[src/sv/sohc_pkg.sv]
// ---------------------------------------------------------------------------
// sohc_pkg : shared types and constants of the solenoid open/hold controller
// Phase and opcode codes, register indexes, scaling constants and the
// command/status bundles between controller and datapath.
// ---------------------------------------------------------------------------
package sohc_pkg;

  // opcodes of an input request
  localparam logic [1:0] OP_TICK  = 2'd0;
  localparam logic [1:0] OP_OPEN  = 2'd1;
  localparam logic [1:0] OP_CLOSE = 2'd2;

  // valve phases
  localparam logic [2:0] PH_IDLE       = 3'd0;
  localparam logic [2:0] PH_START_OPEN = 3'd1;
  localparam logic [2:0] PH_OPENING    = 3'd2;
  localparam logic [2:0] PH_OPEN       = 3'd3;
  localparam logic [2:0] PH_START_CLS  = 3'd4;
  localparam logic [2:0] PH_CLOSED     = 3'd5;

  // configuration register indexes
  localparam logic [2:0] CFG_MIN_TARGET = 3'd0;
  localparam logic [2:0] CFG_MAX_TARGET = 3'd1;
  localparam logic [2:0] CFG_MIN_TO     = 3'd2;
  localparam logic [2:0] CFG_RETENTION  = 3'd3;
  localparam logic [2:0] CFG_BLANK      = 3'd4;
  localparam logic [2:0] CFG_MIN_RISE   = 3'd5;

  // scaling and control constants
  localparam logic [12:0] DUTY_MAX     = 13'd4875;
  localparam logic [10:0] VNOM         = 11'd400;
  localparam logic [13:0] CUR_SCALE    = 14'd9768;
  localparam logic [10:0] VOLT_SCALE   = 11'd1033;
  localparam logic [10:0] HOLD_KNEE    = 11'd750;
  localparam logic [12:0] HOLD_BASE    = 13'd300;
  localparam logic [10:0] TGT_STEP_DN  = 11'd10;
  localparam logic [11:0] TGT_STEP_UP  = 12'd50;
  localparam logic [15:0] HOLD_PERIOD  = 16'd10;
  localparam logic [11:0] CHG_HYST     = 12'd10;

  // divider widths
  localparam int unsigned DVD_W = 34;
  localparam int unsigned DSR_W = 11;

  // controller -> datapath commands
  typedef struct packed {
    logic ld_in;
    logic do_scale;
    logic do_filt;
    logic do_phase;
    logic do_out;
  } cmd_t;

  // datapath -> controller status
  typedef struct packed {
    logic div_req;
    logic div_done;
  } status_t;

endpackage

[src/sv/sohc_div.sv]
// ---------------------------------------------------------------------------
// sohc_div : restoring serial divider
// One quotient bit per cycle.
// ---------------------------------------------------------------------------
module sohc_div (
  input  logic                            clk_i,
  input  logic                            rst_ni,
  input  logic                            start_i,
  input  logic [sohc_pkg::DVD_W-1:0]      dividend_i,
  input  logic [sohc_pkg::DSR_W-1:0]      divisor_i,
  output logic                            done_o,
  output logic [sohc_pkg::DVD_W-1:0]      quotient_o
);

  localparam logic [5:0] LAST = 6'(sohc_pkg::DVD_W - 1);

  logic                          busy_q, done_q;
  logic [5:0]                    cnt_q;
  logic [sohc_pkg::DVD_W-1:0]    dq_q;
  logic [sohc_pkg::DSR_W-1:0]    rem_q, dsr_q;
  logic [sohc_pkg::DSR_W:0]      rem_sh;
  logic                          ge;
  logic [sohc_pkg::DSR_W:0]      rem_sub;

  // one restoring step
  assign rem_sh  = {rem_q, dq_q[sohc_pkg::DVD_W-1]};
  assign ge      = rem_sh >= {1'b0, dsr_q};
  assign rem_sub = rem_sh - {1'b0, dsr_q};

  always_ff @(posedge clk_i or negedge rst_ni) begin
    if (!rst_ni) begin
      busy_q <= 1'b0;
      done_q <= 1'b0;
      cnt_q  <= '0;
    end else begin
      done_q <= 1'b0;
      if (start_i) begin
        busy_q <= 1'b1;
        cnt_q  <= '0;
      end else if (busy_q) begin
        cnt_q <= cnt_q + 6'd1;
        if (cnt_q == LAST) begin
          busy_q <= 1'b0;
          done_q <= 1'b1;
        end
      end
    end
  end

  // operand and partial remainder
  always_ff @(posedge clk_i) begin
    if (start_i) begin
      dq_q  <= dividend_i;
      rem_q <= '0;
      dsr_q <= divisor_i;
    end else if (busy_q) begin
      dq_q  <= {dq_q[sohc_pkg::DVD_W-2:0], ge};
      rem_q <= ge ? rem_sub[sohc_pkg::DSR_W-1:0] : rem_sh[sohc_pkg::DSR_W-1:0];
    end
  end

  assign done_o     = done_q;
  assign quotient_o = dq_q;

endmodule

[src/sv/sohc_dp.sv]
// ---------------------------------------------------------------------------
// sohc_dp : datapath of the solenoid open/hold controller
// Scaling, averaging filter, charge sum, phase logic, target adaption and
// the result snapshot; blanking time and capacitance via the serial divider.
// ---------------------------------------------------------------------------
module sohc_dp (
  input  logic                  clk_i,
  input  logic                  rst_ni,
  input  sohc_pkg::cmd_t        cmd_i,
  output sohc_pkg::status_t     status_o,
  input  logic                  cfg_we_i,
  input  logic [2:0]            cfg_idx_i,
  input  logic [15:0]           cfg_wdata_i,
  input  logic [1:0]            opcode_i,
  input  logic [11:0]           current_code_i,
  input  logic [11:0]           supply_code_i,
  output logic [2:0]            valve_state_o,
  output logic [12:0]           pwm_duty_o,
  output logic                  driver_on_o,
  output logic                  charger_on_o,
  output logic [15:0]           capacitance_o,
  output logic [10:0]           target_voltage_o,
  output logic [15:0]           active_time_o,
  output logic signed [14:0]    current_rise_o
);

  // configuration
  logic [10:0] min_tgt_q, max_tgt_q;
  logic [15:0] min_to_q, ret_q, blank_dly_q;
  logic [14:0] min_rise_q;

  // input and scaled samples
  logic [1:0]  op_q;
  logic [11:0] ccode_q, scode_q;
  logic [13:0] cur_q;
  logic [10:0] volt_q;

  // state
  logic [2:0]         phase_q;
  logic [15:0]        timer_q, mark_q, move_time_q, blank_q, open_lim_q;
  logic               moved_q;
  logic signed [15:0] peak_q, thr_q, rise_q;
  logic [31:0]        csum_q;
  logic [10:0]        sv_q, target_q;
  logic [15:0]        acc_q;
  logic [13:0]        avg_q;
  logic [15:0]        cap_q, active_q;
  logic [12:0]        duty_q;
  logic               drive_q, chg_q, sel_cap_q;

  // divider interface
  logic                        div_start, div_done;
  logic [sohc_pkg::DVD_W-1:0]  div_dvd, div_q;
  logic [sohc_pkg::DSR_W-1:0]  div_dsr;

  // scaling products
  logic [25:0] cur_prod;
  logic [22:0] volt_prod;
  assign cur_prod  = ccode_q * sohc_pkg::CUR_SCALE;
  assign volt_prod = scode_q * sohc_pkg::VOLT_SCALE;

  // filter update
  logic [15:0]        acc_n;
  logic [13:0]        avg_n;
  logic signed [15:0] rise_n;
  assign acc_n  = acc_q + {2'b0, cur_q} - {2'b0, avg_q};
  assign avg_n  = acc_n[15:2];
  assign rise_n = $signed({2'b0, cur_q}) - $signed({2'b0, avg_n});

  // charger hysteresis thresholds
  logic [11:0] tgt_hi;
  assign tgt_hi = {1'b0, target_q} + sohc_pkg::CHG_HYST;

  // opening phase: peak tracking and move detection
  logic               peak_upd, move_hit, timed_out, end_hit;
  logic signed [15:0] peak_n, thr_n;
  logic [16:0]        ret_end;
  logic signed [16:0] thr_x2;
  logic               moved_n;
  logic [15:0]        move_time_n;
  assign peak_upd   = !moved_q && (rise_q > peak_q);
  assign peak_n     = peak_upd ? rise_q : peak_q;
  assign thr_n      = peak_upd ? (rise_q >>> 2) : thr_q;
  assign move_hit   = !moved_q && (timer_q >= blank_q) &&
                      (peak_n >= $signed({1'b0, min_rise_q})) && (rise_q < thr_n);
  assign moved_n    = moved_q || move_hit;
  assign move_time_n = move_hit ? timer_q : move_time_q;
  assign ret_end    = {1'b0, move_time_n} + {1'b0, ret_q};
  assign thr_x2     = {thr_n, 1'b0};
  assign timed_out  = timer_q >= open_lim_q;
  assign end_hit    = timed_out || (moved_n && ({1'b0, timer_q} >= ret_end) &&
                      ($signed({rise_q[15], rise_q}) > thr_x2));

  // hold duty
  logic [15:0] mark_n;
  logic [12:0] hold_duty;
  assign mark_n    = (mark_q != 16'hFFFF) ? mark_q + 16'd1 : mark_q;
  assign hold_duty = (volt_q < sohc_pkg::HOLD_KNEE) ?
                     sohc_pkg::HOLD_BASE + {2'b0, sohc_pkg::HOLD_KNEE - volt_q} :
                     sohc_pkg::HOLD_BASE;

  // open timeout from a blanking time
  function automatic logic [15:0] open_limit_f(input logic [15:0] blank,
                                               input logic [15:0] min_to);
    logic [16:0] lim;
    lim = {blank, 1'b0};
    if (lim < {1'b0, min_to}) lim = {1'b0, min_to};
    return lim[16] ? 16'hFFFF : lim[15:0];
  endfunction

  // target adaption at end of opening
  logic [10:0] tgt_dn, tgt_new;
  logic [11:0] tgt_up;
  assign tgt_dn = (target_q > sohc_pkg::TGT_STEP_DN) ? target_q - sohc_pkg::TGT_STEP_DN : '0;
  assign tgt_up = {1'b0, target_q} + sohc_pkg::TGT_STEP_UP;
  always_comb begin
    tgt_new = target_q;
    if (!timed_out) begin
      if (target_q > min_tgt_q) tgt_new = tgt_dn;
    end else if (target_q <= max_tgt_q) begin
      tgt_new = tgt_up[11] ? 11'h7FF : tgt_up[10:0];
    end
  end

  // divider requests
  logic is_tick, blank_div, cap_div;
  assign is_tick   = (op_q == sohc_pkg::OP_TICK);
  assign blank_div = cmd_i.do_phase && is_tick && (phase_q == sohc_pkg::PH_START_OPEN) &&
                     (volt_q > sohc_pkg::VNOM);
  assign cap_div   = cmd_i.do_phase && is_tick && (phase_q == sohc_pkg::PH_OPENING) &&
                     end_hit && (sv_q > volt_q);
  assign div_start = blank_div || cap_div;
  assign div_dvd   = blank_div ? sohc_pkg::DVD_W'(blank_dly_q * sohc_pkg::VNOM)
                               : ({2'b0, csum_q} + {1'b0, csum_q, 1'b0});
  assign div_dsr   = blank_div ? volt_q : sv_q - volt_q;

  sohc_div u_div (
    .clk_i      (clk_i),
    .rst_ni     (rst_ni),
    .start_i    (div_start),
    .dividend_i (div_dvd),
    .divisor_i  (div_dsr),
    .done_o     (div_done),
    .quotient_o (div_q)
  );

  assign status_o.div_req  = div_start;
  assign status_o.div_done = div_done;

  // input capture and scaling
  always_ff @(posedge clk_i) begin
    if (cmd_i.ld_in) begin
      op_q    <= opcode_i;
      ccode_q <= current_code_i;
      scode_q <= supply_code_i;
    end
    if (cmd_i.do_scale) begin
      cur_q  <= cur_prod[25:12];
      volt_q <= volt_prod[22:12];
    end
  end

  // configuration registers
  always_ff @(posedge clk_i or negedge rst_ni) begin
    if (!rst_ni) begin
      min_tgt_q   <= 11'd450;
      max_tgt_q   <= 11'd750;
      min_to_q    <= 16'd60;
      ret_q       <= 16'd5;
      blank_dly_q <= 16'd75;
      min_rise_q  <= 15'd200;
    end else if (cfg_we_i) begin
      case (cfg_idx_i)
        sohc_pkg::CFG_MIN_TARGET: min_tgt_q   <= cfg_wdata_i[10:0];
        sohc_pkg::CFG_MAX_TARGET: max_tgt_q   <= cfg_wdata_i[10:0];
        sohc_pkg::CFG_MIN_TO:     min_to_q    <= cfg_wdata_i;
        sohc_pkg::CFG_RETENTION:  ret_q       <= cfg_wdata_i;
        sohc_pkg::CFG_BLANK:      blank_dly_q <= cfg_wdata_i;
        sohc_pkg::CFG_MIN_RISE:   min_rise_q  <= cfg_wdata_i[14:0];
        default: ;
      endcase
    end
  end

  // valve state
  always_ff @(posedge clk_i or negedge rst_ni) begin
    if (!rst_ni) begin
      phase_q     <= sohc_pkg::PH_IDLE;
      timer_q     <= '0;
      mark_q      <= '0;
      moved_q     <= 1'b0;
      move_time_q <= '0;
      blank_q     <= '0;
      open_lim_q  <= '0;
      peak_q      <= '0;
      thr_q       <= '0;
      rise_q      <= '0;
      csum_q      <= '0;
      sv_q        <= '0;
      acc_q       <= '0;
      avg_q       <= '0;
      target_q    <= 11'd700;
      cap_q       <= '0;
      active_q    <= '0;
      duty_q      <= '0;
      drive_q     <= 1'b0;
      chg_q       <= 1'b0;
      sel_cap_q   <= 1'b0;
    end else begin
      // sample update or command
      if (cmd_i.do_filt) begin
        case (op_q)
          sohc_pkg::OP_TICK: begin
            acc_q  <= acc_n;
            avg_q  <= avg_n;
            rise_q <= rise_n;
            csum_q <= csum_q + {18'b0, cur_q};
            if (timer_q != 16'hFFFF) timer_q <= timer_q + 16'd1;
            if ({1'b0, volt_q} >= tgt_hi) chg_q <= 1'b1;
            else if (volt_q <= target_q) chg_q <= 1'b0;
          end
          sohc_pkg::OP_OPEN: begin
            if (phase_q == sohc_pkg::PH_IDLE || phase_q > sohc_pkg::PH_OPEN)
              phase_q <= sohc_pkg::PH_START_OPEN;
          end
          sohc_pkg::OP_CLOSE: begin
            if (phase_q != sohc_pkg::PH_START_CLS && phase_q != sohc_pkg::PH_CLOSED) begin
              duty_q  <= '0;
              drive_q <= 1'b0;
              phase_q <= sohc_pkg::PH_START_CLS;
            end
          end
          default: ;
        endcase
      end

      // phase machine on a tick
      if (cmd_i.do_phase && is_tick) begin
        case (phase_q)
          sohc_pkg::PH_START_OPEN: begin
            timer_q     <= '0;
            duty_q      <= sohc_pkg::DUTY_MAX;
            drive_q     <= 1'b1;
            csum_q      <= '0;
            sv_q        <= volt_q;
            moved_q     <= 1'b0;
            move_time_q <= '0;
            peak_q      <= '0;
            thr_q       <= '0;
            phase_q     <= sohc_pkg::PH_OPENING;
            sel_cap_q   <= 1'b0;
            if (!(volt_q > sohc_pkg::VNOM)) begin
              blank_q    <= blank_dly_q;
              open_lim_q <= open_limit_f(blank_dly_q, min_to_q);
            end
          end
          sohc_pkg::PH_OPENING: begin
            peak_q      <= peak_n;
            thr_q       <= thr_n;
            moved_q     <= moved_n;
            move_time_q <= move_time_n;
            if (end_hit) begin
              duty_q    <= '0;
              target_q  <= tgt_new;
              phase_q   <= sohc_pkg::PH_OPEN;
              active_q  <= timer_q;
              timer_q   <= '0;
              mark_q    <= '0;
              sel_cap_q <= 1'b1;
            end
          end
          sohc_pkg::PH_OPEN: begin
            if (mark_n >= sohc_pkg::HOLD_PERIOD) begin
              mark_q <= '0;
              duty_q <= hold_duty;
            end else begin
              mark_q <= mark_n;
            end
          end
          sohc_pkg::PH_START_CLS: begin
            timer_q <= '0;
            duty_q  <= '0;
            drive_q <= 1'b0;
            phase_q <= sohc_pkg::PH_CLOSED;
          end
          default: timer_q <= '0;
        endcase
      end

      // divider results
      if (div_done) begin
        if (sel_cap_q) begin
          cap_q <= (|div_q[33:18]) ? 16'hFFFF : div_q[17:2];
        end else begin
          blank_q    <= div_q[15:0];
          open_lim_q <= open_limit_f(div_q[15:0], min_to_q);
        end
      end
    end
  end

  // result snapshot
  always_ff @(posedge clk_i) begin
    if (cmd_i.do_out) begin
      valve_state_o    <= phase_q;
      pwm_duty_o       <= duty_q;
      driver_on_o      <= drive_q;
      charger_on_o     <= chg_q;
      capacitance_o    <= cap_q;
      target_voltage_o <= target_q;
      active_time_o    <= active_q;
      current_rise_o   <= rise_q[14:0];
    end
  end

endmodule

[src/sv/sohc_ctrl.sv]
// ---------------------------------------------------------------------------
// sohc_ctrl : sequencing controller
// Steps each request through capture, scaling, filter, phase logic and an
// optional divide, then hands the result to the output register.
// ---------------------------------------------------------------------------
module sohc_ctrl (
  input  logic               clk_i,
  input  logic               rst_ni,
  input  logic               in_valid_i,
  output logic               in_stall_o,
  output logic               out_valid_o,
  input  logic               out_stall_i,
  output sohc_pkg::cmd_t     cmd_o,
  input  sohc_pkg::status_t  status_i
);

  typedef enum logic [2:0] {
    S_IDLE, S_SCALE, S_FILT, S_PHASE, S_DIV, S_OUT
  } state_e;

  state_e state_q, state_d;
  logic   out_valid_q;
  logic   out_free;

  assign out_free = !out_valid_q || !out_stall_i;

  // command decode
  assign cmd_o.ld_in    = (state_q == S_IDLE) && in_valid_i;
  assign cmd_o.do_scale = (state_q == S_SCALE);
  assign cmd_o.do_filt  = (state_q == S_FILT);
  assign cmd_o.do_phase = (state_q == S_PHASE);
  assign cmd_o.do_out   = (state_q == S_OUT) && out_free;

  // next state
  always_comb begin
    state_d = state_q;
    case (state_q)
      S_IDLE:  if (in_valid_i) state_d = S_SCALE;
      S_SCALE: state_d = S_FILT;
      S_FILT:  state_d = S_PHASE;
      S_PHASE: state_d = status_i.div_req ? S_DIV : S_OUT;
      S_DIV:   if (status_i.div_done) state_d = S_OUT;
      S_OUT:   if (out_free) state_d = S_IDLE;
      default: state_d = S_IDLE;
    endcase
  end

  // state and output valid
  always_ff @(posedge clk_i or negedge rst_ni) begin
    if (!rst_ni) begin
      state_q     <= S_IDLE;
      out_valid_q <= 1'b0;
    end else begin
      state_q <= state_d;
      if (cmd_o.do_out) out_valid_q <= 1'b1;
      else if (!out_stall_i) out_valid_q <= 1'b0;
    end
  end

  assign in_stall_o  = (state_q != S_IDLE);
  assign out_valid_o = out_valid_q;

  // checks
  a_done_in_div: assert property (@(posedge clk_i) disable iff (!rst_ni)
    status_i.div_done |-> (state_q == S_DIV))
    else $error("divider finished outside divide state");

  a_req_in_phase: assert property (@(posedge clk_i) disable iff (!rst_ni)
    status_i.div_req |-> (state_q == S_PHASE))
    else $error("divide requested outside phase step");

  a_accept_start: assert property (@(posedge clk_i) disable iff (!rst_ni)
    cmd_o.ld_in |=> (state_q == S_SCALE))
    else $error("accepted request not processed");

  a_held_result: assert property (@(posedge clk_i) disable iff (!rst_ni)
    (out_valid_q && out_stall_i) |=> out_valid_q)
    else $error("stalled result dropped");

endmodule

[src/sv/solenoid_open_hold_controller.sv]
// ---------------------------------------------------------------------------
// solenoid_open_hold_controller : solenoid valve open/hold controller
// Drives a solenoid from open, close and sample-tick requests.
// ---------------------------------------------------------------------------
// Usage:
//   Input channel (in_valid_i / in_stall_o) carries one request: a tick with
//   raw coil current and supply ADC codes, an open or a close command.
//   Output channel (out_valid_o / out_stall_i) returns one result per request:
//   phase, PWM duty, driver and charger enables, capacitance estimate, charger
//   target, last opening time and current rise.
//   Most requests go through capture, scaling, filter and phase steps to the
//   result; a tick that starts opening above nominal supply or ends opening
//   with a supply drop also runs the serial divider. One request is in work at
//   a time, so a new request is taken only once the last one has reached the
//   output step and been handed on.
//   A finished result sits in the output register; the next request is taken
//   while it waits. If the receiver keeps stalling, the following result waits
//   in the datapath and the input stalls until the register frees.
//   Reset: idle phase, target 700, all estimates zero, registers at defaults.
//   Configuration writes (cfg_we_i, cfg_idx_i, cfg_wdata_i) take effect at once;
//   the user must make them while no request is in work (not enforced here).
// ---------------------------------------------------------------------------
module solenoid_open_hold_controller (
  input  logic               clk_i,
  input  logic               rst_ni,
  input  logic               cfg_we_i,
  input  logic [2:0]         cfg_idx_i,
  input  logic [15:0]        cfg_wdata_i,
  input  logic               in_valid_i,
  output logic               in_stall_o,
  input  logic [1:0]         opcode_i,
  input  logic [11:0]        current_code_i,
  input  logic [11:0]        supply_code_i,
  output logic               out_valid_o,
  input  logic               out_stall_i,
  output logic [2:0]         valve_state_o,
  output logic [12:0]        pwm_duty_o,
  output logic               driver_on_o,
  output logic               charger_on_o,
  output logic [15:0]        capacitance_o,
  output logic [10:0]        target_voltage_o,
  output logic [15:0]        active_time_o,
  output logic signed [14:0] current_rise_o
);

  sohc_pkg::cmd_t    cmd;
  sohc_pkg::status_t status;

  // sequencing
  sohc_ctrl u_ctrl (
    .clk_i       (clk_i),
    .rst_ni      (rst_ni),
    .in_valid_i  (in_valid_i),
    .in_stall_o  (in_stall_o),
    .out_valid_o (out_valid_o),
    .out_stall_i (out_stall_i),
    .cmd_o       (cmd),
    .status_i    (status)
  );

  // arithmetic and state
  sohc_dp u_dp (
    .clk_i            (clk_i),
    .rst_ni           (rst_ni),
    .cmd_i            (cmd),
    .status_o         (status),
    .cfg_we_i         (cfg_we_i),
    .cfg_idx_i        (cfg_idx_i),
    .cfg_wdata_i      (cfg_wdata_i),
    .opcode_i         (opcode_i),
    .current_code_i   (current_code_i),
    .supply_code_i    (supply_code_i),
    .valve_state_o    (valve_state_o),
    .pwm_duty_o       (pwm_duty_o),
    .driver_on_o      (driver_on_o),
    .charger_on_o     (charger_on_o),
    .capacitance_o    (capacitance_o),
    .target_voltage_o (target_voltage_o),
    .active_time_o    (active_time_o),
    .current_rise_o   (current_rise_o)
  );

endmodule

[config.mk]
export PLATFORM = sky130hd
export DESIGN_NAME = solenoid_open_hold_controller
export DESIGN_NICKNAME = d
export VERILOG_FILES = /design/src/sv/sohc_pkg.sv /design/src/sv/sohc_div.sv /design/src/sv/sohc_dp.sv /design/src/sv/sohc_ctrl.sv /design/src/sv/solenoid_open_hold_controller.sv
export SDC_FILE = /design/constraint.sdc
export NUM_CORES = 2
export LEC_CHECK = 0
export ABC_AREA = 1
export ABC_CLOCK_PERIOD_IN_PS = 9000
export CORE_ASPECT_RATIO = 0.6
export CORE_UTILIZATION = 53
export DETAILED_ROUTE_END_ITERATION = 10
export DONT_BUFFER_PORTS = 1
export PLACE_DENSITY = 0.79
export RECOVER_POWER = 100
export SLEW_MARGIN = 10
export SYNTH_ARGS = -nofsm -noshare
export SYNTH_HDL_FRONTEND = slang
export SYNTH_SLANG_ARGS = --single-unit
[constraint.sdc]
create_clock -name clk_i -period 9 [get_ports clk_i]
set_input_delay 1.8 -clock clk_i [delete_from_list [all_inputs] [get_ports clk_i]]
set_output_delay 1.8 -clock clk_i [all_outputs]
set_load 0.01 [all_outputs]
Word level (Yosys, flattened, before mapping)
Cells that the tools add are included.

$mul: 3. Multiplexer cells: 90. Reductions and logical operators: 50. Equal/unequal tests: 27. $lt $le $gt $ge: 20. $add $sub $neg: 16.

Operators by type and width (number): $mux 16 (24); $pmux 16 s2 (5); $mux 32 (4); $mux 17 (7); $mux 34 (3); $mux 13 (7); $mux 11 (7); $pmux 13 s4 (1); $ge 16x16->1 (3); $mul 12x11->23 const B (2); $add 32x33->34 (1); $lt 17x16->1 (2); $add 16x1->16 const B (2); $add 32x14->32 (1); $ne 16x16->1 const B (2); $mux 3 (8); $gt 11x11->1 (2); $le 11x11->1 (2); $sub 11x11->11 (2); $mul 16x5->21 const B (1); $reduce_and 2->1 (10); $eq 3x2->1 const B (6); $pmux 3 s6 (1); $add 16x16->17 (1); 43 further kinds (102).

Input port bits: 50. Word-level logic and storage cells: 254. Output and inout port bits: 78. Register bits after elaboration: 543.

Depth between registers and ports, before layout
Depth after elaboration: 17. Gate-level depth with buffers: 63. Gate-level depth less buffers: 58.

Modules after synthesis
From an unflattened synthesis, not the netlist that was laid out.

Cells, all modules: 4415. Area, all modules: 36871.6 um2.

By module, submodules not included: sohc_dp (area an instance 33131.8 um2, cells each 3963, instances 1, sequential area each 12209.2 um2); sohc_div (area an instance 3469.6 um2, cells each 414, instances 1, sequential area each 1771.7 um2); sohc_ctrl (area an instance 270.3 um2, cells each 38, instances 1, sequential area each 100.1 um2).

Worst setup path after synthesis
No wires, ideal clock.

Path type: register to register. From: register u_dp.rise_q[14] (netlist name). To: register u_dp.u_div.dq_q, in the netlist u_dp.u_div.quotient_o[0], enable pin. Clock period less this slack: 8542 ps. Setup time: 397 ps. Setup slack: 458 ps. Path buffers: 4. Data required time: 8603 ps. Cell stages (with the launch flop): 56. Arrival time: 8145 ps. Path through: dfrtp_1 > ha_1 > nand2_2 > nor2_4 > nand2_1 > nor2_2 > nand2_1 > nand3_1 > nand2_1 > nand3_2 > inv_2 > clkbuf_1 > clkbuf_1 > o21ai_0 > inv_1 > ha_1 > nand2_1 > nor2_1 > (+20 left out) > a21oi_1 > o21bai_1 > a21oi_1 > nor2_1 > nor2_1 > xor2_1 > ha_1 > nand2_1 > nor2_1 > nand4_1 > nor4_1 > nor2_1 > a211oi_1 > nand2_2 > nand2_2 > nand3_2 > buf_2 > nand3_1.

Word-level cells in the longest chain between the ends: 16. Elaborated cells between the ends (all ways): 20. Those cells by class: 1 x add/sub; 5 x order compare; 3 x mux; 11 x reduce/logical.

Ends and longest elaborated chain: $gt 15x16->1 (RTL line sohc_dp.sv:81) `assign peak_upd = !moved_q && (rise_q > peak_q);`; $logic_and 1x1->1 (RTL line sohc_dp.sv:81); $mux 16 (RTL line sohc_dp.sv:82) `assign peak_n = peak_upd ? rise_q : peak_q;`; $ge 16x16->1 (RTL line sohc_dp.sv:85) `(peak_n >= $signed({1'b0, min_rise_q})) && (rise_q < thr_n);`; $logic_and 1x1->1 (RTL line sohc_dp.sv:84) `assign move_hit = !moved_q && (timer_q >= blank_q) &&`; $logic_and 1x1->1 (RTL line sohc_dp.sv:85); $mux 16 (RTL line sohc_dp.sv:87) `assign move_time_n = move_hit ? timer_q : move_time_q;`; $add 16x16->17 (RTL line sohc_dp.sv:88) `assign ret_end = {1'b0, move_time_n} + {1'b0, ret_q};`; $ge 16x17->1 (RTL line sohc_dp.sv:91) `assign end_hit = timed_out || (moved_n && ({1'b0, timer_q} >= ret_end) &&`; $logic_and 1x1->1 (RTL line sohc_dp.sv:91); $logic_and 1x1->1 * (RTL line sohc_dp.sv:91); $logic_or 1x1->1 * (RTL line sohc_dp.sv:91); $logic_and 1x1->1 * (RTL line sohc_dp.sv:130) `assign cap_div = cmd_i.do_phase && is_tick && (phase_q == sohc_pkg::PH_OPENING) &&`; $logic_and 1x1->1 * (RTL line sohc_dp.sv:131) `end_hit && (sv_q > volt_q);`; $logic_or 1x1->1 * (RTL line sohc_dp.sv:132) `assign div_start = blank_div || cap_div;`; $reduce_bool 2->1 (no line) *; to (signal assigned) (RTL line sohc_div.sv:53) `dq_q <= dividend_i;`; to (signal assigned) (RTL line sohc_div.sv:57) `dq_q <= {dq_q[sohc_pkg::DVD_W-2:0], ge};`; to (decl) (RTL line sohc_div.sv:19) `logic [sohc_pkg::DVD_W-1:0] dq_q;`.

Mark *: on every way between the ends. The rest lies on a longest branch, timed or not. A chain may end at the register's enable or synchronous reset.

Worst setup path after layout
From: register u_dp.rise_q[11]. To: register u_dp.u_div.dq_q, in the netlist u_dp.u_div.quotient_o[4], enable pin.

Word-level cells in the longest chain between the ends: 16. Elaborated cells between the ends (all ways): 20. Those cells by class: 1 x add/sub; 5 x order compare; 3 x mux; 11 x reduce/logical.

Ends and longest elaborated chain: from (decl) (RTL line sohc_dp.sv:42) `logic signed [15:0] peak_q, thr_q, rise_q;`; from (signal assigned) (RTL line sohc_dp.sv:216) `rise_q <= rise_n;`; $gt 15x16->1 (RTL line sohc_dp.sv:81); $logic_and 1x1->1 (RTL line sohc_dp.sv:81); $mux 16 (RTL line sohc_dp.sv:82); $ge 16x16->1 (RTL line sohc_dp.sv:85); $logic_and 1x1->1 (RTL line sohc_dp.sv:84); $logic_and 1x1->1 (RTL line sohc_dp.sv:85); $mux 16 (RTL line sohc_dp.sv:87); $add 16x16->17 (RTL line sohc_dp.sv:88); $ge 16x17->1 (RTL line sohc_dp.sv:91); $logic_and 1x1->1 (RTL line sohc_dp.sv:91); $logic_and 1x1->1 * (RTL line sohc_dp.sv:91); $logic_or 1x1->1 * (RTL line sohc_dp.sv:91); $logic_and 1x1->1 * (RTL line sohc_dp.sv:130); $logic_and 1x1->1 * (RTL line sohc_dp.sv:131); $logic_or 1x1->1 * (RTL line sohc_dp.sv:132); $reduce_bool 2->1 (no line) *.

Marks and branches as above.

==> flow_summary.toml <==
[outcome]
outcome = "complete, but fails checks"
failed_checks = "max-capacitance violations, max-slew violations"

[yosys]
synth_ff_type = "dfrtp_1"
synth-compound-area-share = 0.1397
yosys-top-cells-count = "797 x nand2_1, 672 x inv_1, 479 x ha_1"
yosysMostFrequentCell = "nand2_1"
synth_area_sq_mm = 0.03626
synth.largest_area_cell = "dfrtp_1"
synth_seq_cells = 529
synth_xor_area_frac = 0.03864
synth-adder-area-share = 0.1934
synth_nets = 4868
async_flop_share = 0.6541
synth_top_family_by_area = "adder cells"
ys_types = 61
syn-mean-instance-area_sq_um = 8.457
synthCells = 4288
yosysWarnings = 0
synth_top_area_share = 0.2181
synth_edf_count = 172
synth_simple_gate_area_share = 0.1567
muxShareOfSynthArea = 0
synth.area.top_cells = "dfrtp_1 22%, ha_1 17%, edfxtp_1 14%"
seq_area_frac_synth = 0.3883

[worst_setup_path]
arrival_ns = 8.68
max_stage_delay_ns = 0.46
cp_top_family = "simple AND/OR/NAND/NOR gates"
worst_setup_path_start_kind = "flop"
cp_slowest_cell = "dfrtp_1"
rrSetupSlack_ns = 0.64
cp.buffers_inverters = 6
critPathKind = "flop to flop"
cp_max_fo = 17
path_common_cell = "nand2_1"
cp_data_required_time_ns = 9.32
cp-end-kind = "flop"

[sta]
hold_viol = 0
worst_hold_slack_ns = 0.4413
tns_ns = 0
setup_viol = 0
clock_skew_ns = 0.02470
worst_slew_pin_slew_ns = 4.588
drv_slew = 317
timing.final.ws_setup_ns = 0.6416
relSlewSlack = -2.059
fmax_mhz = 119.6
layout_min_cycle_time_ns = 8.358
period_share = 0.9287

[cts]
numCtsBuffers = 50
clock_path_buffers = 3
cts_max_level = 2
path_clk_slew_ns = 0.06
clk_latency_ns = 0.63
cts_tree = "built"
cts_sinks = 529
cts_root_buf = "clkbuf_16"

[flow_run]
maxCapViolations = 7

[routing]
drc = 0
antenna_left = 0
drt-pass1-iter-count = 6
vias = 29740
viasPerCell = 5.698
drt_iter0_drc = 3439
totalWireLength_microns = 96650
wire_per_inst_microns = 18.52

[pwr]
power_density_mw_per_mm2 = 389.8
irDropWorstVdd_mv = 0.4771
cellInternalPower_uw = 7880
power_frac_comb = 0.606
switching_share = 0.4810
seqPwrFrac = 0.250
p_clk_frac = 0.143
leakage_uw = 0.01925
power.switching_uw = 7304

[floorplan]
core_area_sq_mm = 0.06695
die_height_microns = 204.6
io-pin-count = 128
rows = 73
fp.dieW_microns = 339.7
start_util = 0.5417
die_area_sq_mm = 0.06951

[placement]
pre_cts_slack_ns = 0.1236
dp_cells = 5120
hpwl_microns = 72060
portBuffers = 0
post_dp_cell_area_sq_mm = 0.03726
gp_congestion = 0.9774

[cells_and_area]
fin_area_sq_mm = 0.03895
diodes = 0
syn2layout_area_growth_pct = 7.408
drive_gt1_frac = 0.04399
finalNonFillerCells = 5219
layout.nets = 4857

[global_route]
grt_overflow = 0
antenna_found_initial = 1
grt_first_pass_wirelength_microns = 153600
gr-usage-all-layers = 0.2788
grt_pass1_vias = 27820
grt_max_degree = 347

[hold_path]
hold_class = "flop to flop"
## flip-flops by register name, indices dropped and copies added (netlist names), 16 cells and up
signal	cells
u_dp.ret_q	16
u_dp.cap_q	16
u_dp.csum_q	32
u_dp.blank_q	16
u_dp.move_time_q	16
u_dp.u_div.quotient_o	34
u_dp.blank_dly_q	16
u_dp.capacitance_o	16
u_dp.mark_q	16
u_dp.active_q	16
u_dp.open_lim_q	16
u_dp.thr_q	16
u_dp.timer_q	16
u_dp.min_to_q	16
u_dp.peak_q	16
u_dp.active_time_o	16
## through the flow
step                power, uW    util
global placement        12320  0.5565
detailed placement      12690  0.5565
floorplan               10320       -
finish                  15180  0.5818
global route            16570  0.5818
CTS                     14940  0.5807
## layout make-up
cell class / instances / area (sq um)
Multi-Input combinational cell: 2972 / 19250
Tap cell: 900 / 1126
Fill cell: 5772 / 28000
Clock inverter: 28 / 267.8
Clock buffer: 66 / 1351
Inverter: 687 / 2581
Timing Repair Buffer: 37 / 296.5
Sequential cell: 529 / 14080
## layer usage
layer / vias to the layer above / global-route usage / part of all wire
li1: 14280 / - / -
met4: 0 / 0.06821 / 0.023
met5: - / 0 / 0
met3: 160 / 0.06904 / 0.12
met2: 1338 / 0.3959 / 0.40
met1: 13960 / 0.4214 / 0.46
## final timing paths
check                                                  from                                 end  depth (start not counted)
worst max-delay path            u_dp.rise_q[11]$_DFFE_PN0P_  u_dp.u_div.quotient_o[4]$_DFFE_PP_                         53
max in group asynchronous                            rst_ni         u_dp.rise_q[14]$_DFFE_PN0P_                          0
min in group asynchronous                            rst_ni           u_dp.cap_q[3]$_DFFE_PN0P_                          0
worst min register to register   u_dp.cap_q[15]$_DFFE_PN0P_    u_dp.capacitance_o[15]$_DFFE_PP_                          0
worst min-delay path             u_dp.cap_q[15]$_DFFE_PN0P_    u_dp.capacitance_o[15]$_DFFE_PP_                          0
worst max register to register  u_dp.rise_q[11]$_DFFE_PN0P_  u_dp.u_div.quotient_o[4]$_DFFE_PP_                         53
## repair_timing
action,in CTS,in global routing
buffers inserted,0,4
gates resized for setup,0,27
hold buffers,0,0
setup endpoints to repair,0,173
## cells by family (layout without fill, tap and decap cells)
| family | after synthesis | after routing |
|---|---|---|
| simple gates | 1366 | 1366 |
| compound gates | 916 | 916 |
| buf+inv | 787 | 818 |
| fa+ha+maj | 530 | 530 |
| flops | 529 | 529 |
| xor+xnor | 160 | 160 |
## power groups by stage
stage / Clock [uW] / Sequential [uW] / Combinational, uW
after global placement: 0 / 3790 / 8530
after floorplan: 0 / 3530 / 6790
after detailed placement: 0 / 3800 / 8890
final: 2180 / 3800 / 9210
after global routing: 2300 / 3840 / 10400
after CTS: 2200 / 3760 / 8980
## cell usage in the layout (no fill, tap or decap), types with 17 or more instances in the layout
cell	instances
inv_1	672
nor2_1	271
nor3_1	40
clkbuf_16	51
or2_2	17
clkbuf_1	25
xnor2_1	52
dfrtp_1	315
a21oi_1	279
edfxtp_1	172
nor4_1	17
buf_4	19
nand2_1	797
o21a_1	30
dfstp_2	24
nand4_1	42
fa_1	51
o21ai_0	443
o22ai_1	27
nand3_1	140
ha_1	478
xor2_1	108
Power figures use the tool's default switching activity.
